<file path="src/hw/rtl/cbz_pkg.sv">
// ----------------------------------------------------------------------------
// cbz_pkg
// Shared widths and payload types of the cubic Bezier point evaluator.
// ----------------------------------------------------------------------------
package cbz_pkg;

    localparam int COORD_BITS = 10;
    localparam int FRAC_BITS  = 16;

    // v = 2^F - u needs one extra bit (u == 0 gives v == 2^F)
    localparam int V_BITS    = FRAC_BITS + 1;
    localparam int U3_BITS   = FRAC_BITS + 2;
    localparam int SQ_BITS   = 2 * FRAC_BITS + 2;
    localparam int MUL_BITS  = SQ_BITS + V_BITS;
    // Bernstein weights sum to 2^(3F), so each fits in 3F+1 bits
    localparam int W_BITS    = 3 * FRAC_BITS + 1;
    localparam int PROD_BITS = W_BITS + COORD_BITS;
    localparam int SHIFT     = 3 * FRAC_BITS;

    typedef logic [COORD_BITS-1:0] t_coord;
    typedef logic [FRAC_BITS-1:0]  t_frac;
    typedef logic [W_BITS-1:0]     t_weight;

    typedef struct packed {
        t_coord p0_x;
        t_coord p0_y;
        t_coord p1_x;
        t_coord p1_y;
        t_coord p2_x;
        t_coord p2_y;
        t_coord p3_x;
        t_coord p3_y;
        t_frac  param_u;
    } t_in;

    typedef struct packed {
        t_coord curve_x;
        t_coord curve_y;
    } t_out;

    typedef struct packed {
        t_weight w0;
        t_weight w1;
        t_weight w2;
        t_weight w3;
    } t_weights;

endpackage

</file>
<file path="src/hw/rtl/cbz_axis.sv">
// ----------------------------------------------------------------------------
// cbz_axis
// Three-stage weighted sum of four control coordinates for one axis,
// floored to an integer pixel coordinate.
// ----------------------------------------------------------------------------
module cbz_axis (
    input  logic              i_clk,
    input  cbz_pkg::t_weights i_wts,
    input  cbz_pkg::t_coord   i_q0,
    input  cbz_pkg::t_coord   i_q1,
    input  cbz_pkg::t_coord   i_q2,
    input  cbz_pkg::t_coord   i_q3,
    output cbz_pkg::t_coord   o_coord
);

    logic [cbz_pkg::PROD_BITS-1:0] r_d_p0;
    logic [cbz_pkg::PROD_BITS-1:0] r_d_p1;
    logic [cbz_pkg::PROD_BITS-1:0] r_d_p2;
    logic [cbz_pkg::PROD_BITS-1:0] r_d_p3;
    logic [cbz_pkg::PROD_BITS-1:0] n_d_p0;
    logic [cbz_pkg::PROD_BITS-1:0] n_d_p1;
    logic [cbz_pkg::PROD_BITS-1:0] n_d_p2;
    logic [cbz_pkg::PROD_BITS-1:0] n_d_p3;

    // convex combination: no partial sum can exceed 2^(3F) * max coordinate
    logic [cbz_pkg::PROD_BITS-1:0] r_e_s01;
    logic [cbz_pkg::PROD_BITS-1:0] r_e_s23;
    logic [cbz_pkg::PROD_BITS-1:0] n_f_sum;
    cbz_pkg::t_coord               r_f_coord;

    always_comb begin
        n_d_p0 = cbz_pkg::PROD_BITS'(i_wts.w0) * cbz_pkg::PROD_BITS'(i_q0);
        n_d_p1 = cbz_pkg::PROD_BITS'(i_wts.w1) * cbz_pkg::PROD_BITS'(i_q1);
        n_d_p2 = cbz_pkg::PROD_BITS'(i_wts.w2) * cbz_pkg::PROD_BITS'(i_q2);
        n_d_p3 = cbz_pkg::PROD_BITS'(i_wts.w3) * cbz_pkg::PROD_BITS'(i_q3);
        n_f_sum = r_e_s01 + r_e_s23;
    end

    always_ff @(posedge i_clk) begin
        r_d_p0    <= n_d_p0;
        r_d_p1    <= n_d_p1;
        r_d_p2    <= n_d_p2;
        r_d_p3    <= n_d_p3;
        r_e_s01   <= r_d_p0 + r_d_p1;
        r_e_s23   <= r_d_p2 + r_d_p3;
        // floor: drop the 3F fraction bits
        r_f_coord <= n_f_sum[cbz_pkg::SHIFT +: cbz_pkg::COORD_BITS];
    end

    assign o_coord = r_f_coord;

endmodule

</file>
<file path="config.mk">
export PLATFORM = sky130hd
export DESIGN_NAME = cbz_axis
export DESIGN_NICKNAME = d
export VERILOG_FILES = /design/src/hw/rtl/cbz_pkg.sv /design/src/hw/rtl/cbz_axis.sv
export SDC_FILE = /design/constraint.sdc
export NUM_CORES = 2
export LEC_CHECK = 0
export ABC_AREA = 1
export CORE_UTILIZATION = 45
export CTS_CLUSTER_SIZE = 16
export DETAILED_ROUTE_END_ITERATION = 6
export DONT_BUFFER_PORTS = 1
export GPL_TIMING_DRIVEN = 0
export PLACE_DENSITY_LB_ADDON = 0.1
export SETUP_SLACK_MARGIN = 0.05
export SLEW_MARGIN = 10
export SYNTH_ARGS = -nofsm -noshare
export SYNTH_HDL_FRONTEND = slang
export SYNTH_SLANG_ARGS = --single-unit
</file>
<file path="constraint.sdc">
create_clock -name i_clk -period 9.4 [get_ports i_clk]
set_input_delay 2.82 -clock i_clk [delete_from_list [all_inputs] [get_ports i_clk]]
set_output_delay 2.82 -clock i_clk [all_outputs]
set_load 0.01 [all_outputs]
</file>
Word-level counts from Yosys, hierarchy flattened
Cells that the tools add are included.

Logic and storage cells: 14. Input bits: 237. Register bits after elaboration: 358. Output and inout bits: 10.

Add/subtract/negate cells: 3. Multiply operators: 4.

Operators by type and width (number): $mul 49x10->58 (4); $add 58x58->58 (3).

Longest topological paths before layout
Word-level depth: 1. Mapped depth: 26. Depth with buffers taken out: 24.

Worst setup path after synthesis
OpenSTA, ideal clock, no wires.

Path type: input port to flip-flop. Start point: input port i_q1[1]. End point: register r_d_p1[52] (netlist bit). Arrival time: 7289 ps. Path slack: 1999 ps. Buffers on the path: 2. Cell stages on the path: 23. Setup time: 113 ps. Required time: 9287 ps. Cell sequence: clkbuf_1 -> clkbuf_1 -> nand2_1 -> fa_1 -> inv_1 -> fa_1 -> inv_1 -> fa_1 -> inv_1 -> fa_1 -> inv_1 -> fa_1 -> inv_1 -> ha_1 -> nand2_1 -> nor2_1 -> inv_1 -> nor2_1 -> nand2_1 -> nor3_1 -> nand2_1 -> nand4_1 -> nand2_1.

Word-level cells in the longest chain between the ends: 1.

Ends and longest elaborated chain: from (decl) (RTL line cbz_axis.sv:10) `input cbz_pkg::t_coord i_q1,`; $mul 49x10->58 (RTL line cbz_axis.sv:33) `n_d_p1 = cbz_pkg::PROD_BITS'(i_wts.w1) * cbz_pkg::PROD_BITS'(i_q1);`; named net n_d_p1, one bit (RTL line cbz_axis.sv:21) `logic [cbz_pkg::PROD_BITS-1:0] n_d_p1;`; to (signal assigned) (RTL line cbz_axis.sv:41) `r_d_p1 <= n_d_p1;`; to (decl) (RTL line cbz_axis.sv:17) `logic [cbz_pkg::PROD_BITS-1:0] r_d_p1;`.

The timed path passes the listed nets, and every way through them passes these cells.

Final worst setup path
Start point: input port i_q3[8]. End point: register r_d_p3[52] (netlist bit).

Word-level cells in the longest chain between the ends: 1.

Ends and longest elaborated chain: from (decl) (RTL line cbz_axis.sv:12) `input cbz_pkg::t_coord i_q3,`; $mul 49x10->58 (RTL line cbz_axis.sv:35) `n_d_p3 = cbz_pkg::PROD_BITS'(i_wts.w3) * cbz_pkg::PROD_BITS'(i_q3);`; named net n_d_p3, one bit (RTL line cbz_axis.sv:23) `logic [cbz_pkg::PROD_BITS-1:0] n_d_p3;`; to (signal assigned) (RTL line cbz_axis.sv:43) `r_d_p3 <= n_d_p3;`; to (decl) (RTL line cbz_axis.sv:19) `logic [cbz_pkg::PROD_BITS-1:0] r_d_p3;`.

The timed path passes the listed nets, and every way through them passes these cells.

==> flow_metrics.env <==
export IMPL_drive_gt1_share_pct=2.109
export IMPL_post_dp_hpwl_um=277700
export IMPL_fp_dieH_um=449.4
export IMPL_yosysTopAreaCellShare_pct=33.21
export IMPL_tightest_slew_ns=1.324
export IMPL_syn_inst=13733
export IMPL_drt_wirelength_per_cell_um=19.21
export IMPL_crit_path_top_delay_cell="clkbuf_1"
export IMPL_core_area_um2=198000
export IMPL_path_clk_slew_ns=0.06
export IMPL_wl_um=316000
export IMPL_cap_violations=0
export IMPL_grt_max_degree=17
export IMPL_yosys_area_top_type="fa_1"
export IMPL_grt_pass1_vias=81295
export IMPL_die_area_um2=201900
export IMPL_vias=81270
export IMPL_cts_tree="done"
export IMPL_finalCriticalPeriod_ns=8.771
export IMPL_cp_max_fo=10
export IMPL_cp_data_arrival_time_ns=9.22
export IMPL_synth_seq_cells=358
export IMPL_fin_tns_setup_ns=0
export IMPL_hold_class="reg -> reg"
export IMPL_crit_type="in -> reg"
export IMPL_io_buffers=0
export IMPL_synth_xor_area_share_pct=1.993
export IMPL_synth_compound_area_share_pct=3.242
export IMPL_outcome="finished, violations left"
export IMPL_violations="DRC"
export IMPL_synthToLayoutAreaGrowth_pct=5.134
export IMPL_ys_top_cells_by_area="fa_1 33%, nand2_1 21%, inv_1 16%"
export IMPL_synth_avg_cell_area_um2=6.558
export IMPL_max_stage_delay_ns=0.94
export IMPL_holdPathStages=1
export IMPL_finalMaxSlewViolations=0
export IMPL_yosys_area_share_simple_pct=28.43
export IMPL_grt_pass1_wl_um=485100
export IMPL_ant_nets=0
export IMPL_slew_headroom_pct=11.74
export IMPL_grt_usage_pct=31.35
export IMPL_vias_per_cell=4.941
export IMPL_place_gp_congestion=1.020
export IMPL_fin_crit_sh_pct=93.31
export IMPL_clk_latency_ns=0.58
export IMPL_numCtsBuffers=37
export IMPL_seq_area_frac_synth_pct=7.957
export IMPL_io_pin_count=247
export IMPL_path_cells="clkbuf_1 > clkbuf_1 > nand2_1 > fa_1 > inv_1 > fa_1 > fa_1 > fa_1 > inv_1 > fa_1 > inv_1 > ha_1 > nand2_1 > nor2_1 > nand3_1 > nand3_1 > nand2_1 > nand2_1 > nand2_1 > nand4_1 > nand2_1"
export IMPL_drt_iter0_markers=7062
export IMPL_synth_distinct_cells=39
export IMPL_grt_ovfl_total=0
export IMPL_synth_top_family_by_area="adder cells"
export IMPL_reg2regPathDepth=14
export IMPL_cts_setup_buffers=0
export IMPL_initial_core_util_pct=45.48
export IMPL_syn_area_um2=90070
export IMPL_finalSetupViolCount=0
export IMPL_cts_root_buf="clkbuf_16"
export IMPL_htreeDepth=2
export IMPL_row_count=163
export IMPL_layout_common_cells="4971 x nand2_1, 3823 x inv_1, 1494 x fa_1"
export IMPL_required_ns=9.85
export IMPL_synth_mux_area_fraction_pct=0
export IMPL_cp_end_kind="flop"
export IMPL_start_kind="primary input"
export IMPL_first_pass_iters=7
export IMPL_holdBufCountCts=0
export IMPL_grt_antenna_before_repair=30
export IMPL_rsz0062_at_grt="no"
export IMPL_clock_path_buffers=3
export IMPL_post_cts_resized=0
export IMPL_hold_violations=0
export IMPL_fmax_mhz=114.0
export IMPL_clock_skew_ns=0.02573
export IMPL_layout_commonest_cell="nand2_1"
export IMPL_final_net_count=16037
export IMPL_die_w_um=449.4
export IMPL_synth_nets=15998
export IMPL_synthAdderAreaFrac_pct=40.63
export IMPL_yosysWarningCount=0
export IMPL_drc=1
export IMPL_cpMostUsedCell="nand2_1"
export IMPL_cts_sinks=358
-- Yosys cell counts --
| cell | count |
|---|---|
| and3b_1 | 1 |
| o21bai_1 | 112 |
| inv_1 | 3823 |
| nand4_1 | 118 |
| nand3_2 | 22 |
| and2_1 | 28 |
| inv_2 | 40 |
| nand3_1 | 378 |
| a21oi_1 | 329 |
| xnor2_1 | 28 |
| buf_1 | 55 |
| clkbuf_1 | 339 |
| and3_1 | 1 |
| nand2_1 | 4971 |
| nor3_1 | 38 |
| nor3_4 | 10 |
| nand2_2 | 39 |
| o21a_1 | 3 |
| a21boi_0 | 4 |
| nor3b_2 | 1 |
| o21bai_2 | 4 |
| nor2_4 | 17 |
| dfxtp_1 | 358 |
| xor2_1 | 177 |
| a21o_1 | 6 |
| clkinv_1 | 1 |
| nor3_2 | 12 |
| nor2_2 | 72 |
| nand3b_1 | 3 |
| nand2b_1 | 1 |
| o21ai_1 | 5 |
| fa_1 | 1494 |
| nor4_1 | 5 |
| o21ai_0 | 53 |
| ha_1 | 534 |
| nand2_4 | 3 |
| nor2_1 | 641 |
| buf_2 | 2 |
| or2_2 | 5 |
-- per-layer routing --
metal / track usage (%) / part of all wire (%) / up-vias
li1: - / - / 39044
met3: 4.567 / 7.5 / 334
met2: 48.50 / 43 / 2622
met1: 46.27 / 47 / 39256
met5: 0 / 0.030 / -
met4: 6.479 / 2.3 / 14
-- per-stage QoR --
| step | instances | setup WS [ns] | cell area [um2] | util, % | hold WS (ns) |
|---|---|---|---|---|---|
| after floorplan | 13733 | 1.999 | 90070 | - | 0.4200 |
| after global placement | 16373 | 0.2231 | 93370 | 47.15 | 0.5290 |
| after detailed placement | 16373 | 0.2382 | 93370 | 47.15 | 0.5162 |
| after CTS | 16437 | 0.8013 | 94660 | 47.80 | 0.5368 |
| after global routing | 16440 | 0.3386 | 94670 | 47.81 | 0.5404 |
| final | 16448 | 0.6285 | 94690 | 47.82 | 0.5077 |
-- flip-flops by register name (all words and copies together), names as in the netlist --
signal   flops
r_e_s01     58
r_d_p0      58
r_d_p2      58
r_d_p1      58
r_d_p3      58
r_e_s23     58
o_coord     10
-- final timing paths --
path	slack [ns]	end	from
max	0.63	r_d_p3[52]$_DFF_P_	i_q3[8]
min	0.51	r_e_s01[0]$_DFF_P_	r_d_p0[0]$_DFF_P_
max reg2reg	6.58	r_e_s01[48]$_DFF_P_	r_d_p1[0]$_DFF_P_
min reg2reg	0.51	r_e_s01[0]$_DFF_P_	r_d_p0[0]$_DFF_P_
-- critical path, delay by kind of cell --
kind,cells,cell delay (ns)
AND/OR/NAND/NOR,10,1.50
buffers and inverters,5,2.05
adder cells (fa/ha/maj),6,2.84
-- area by class of cell --
cell class / instances / area, um2
antenna: 11 / 27.53
buffer: 396 / 1490
clock buffer: 44 / 1023
clock inverter: 20 / 269.0
fill: 21044 / 103300
inverter: 3864 / 14500
multi-input combinational: 9115 / 66910
sequential: 358 / 7167
tap: 2640 / 3303
-- logic make-up after synthesis --
| group | after synthesis |
|---|---|
| xor+xnor | 205 |
| flops | 358 |
| compound gates | 516 |
| fa+ha+maj | 2028 |
| buf+inv | 4260 |
| simple gates | 6366 |
Power is left out: the tool's default activity adds up to more than one toggle a clock period on the data nets, which glitch-free logic cannot reach.
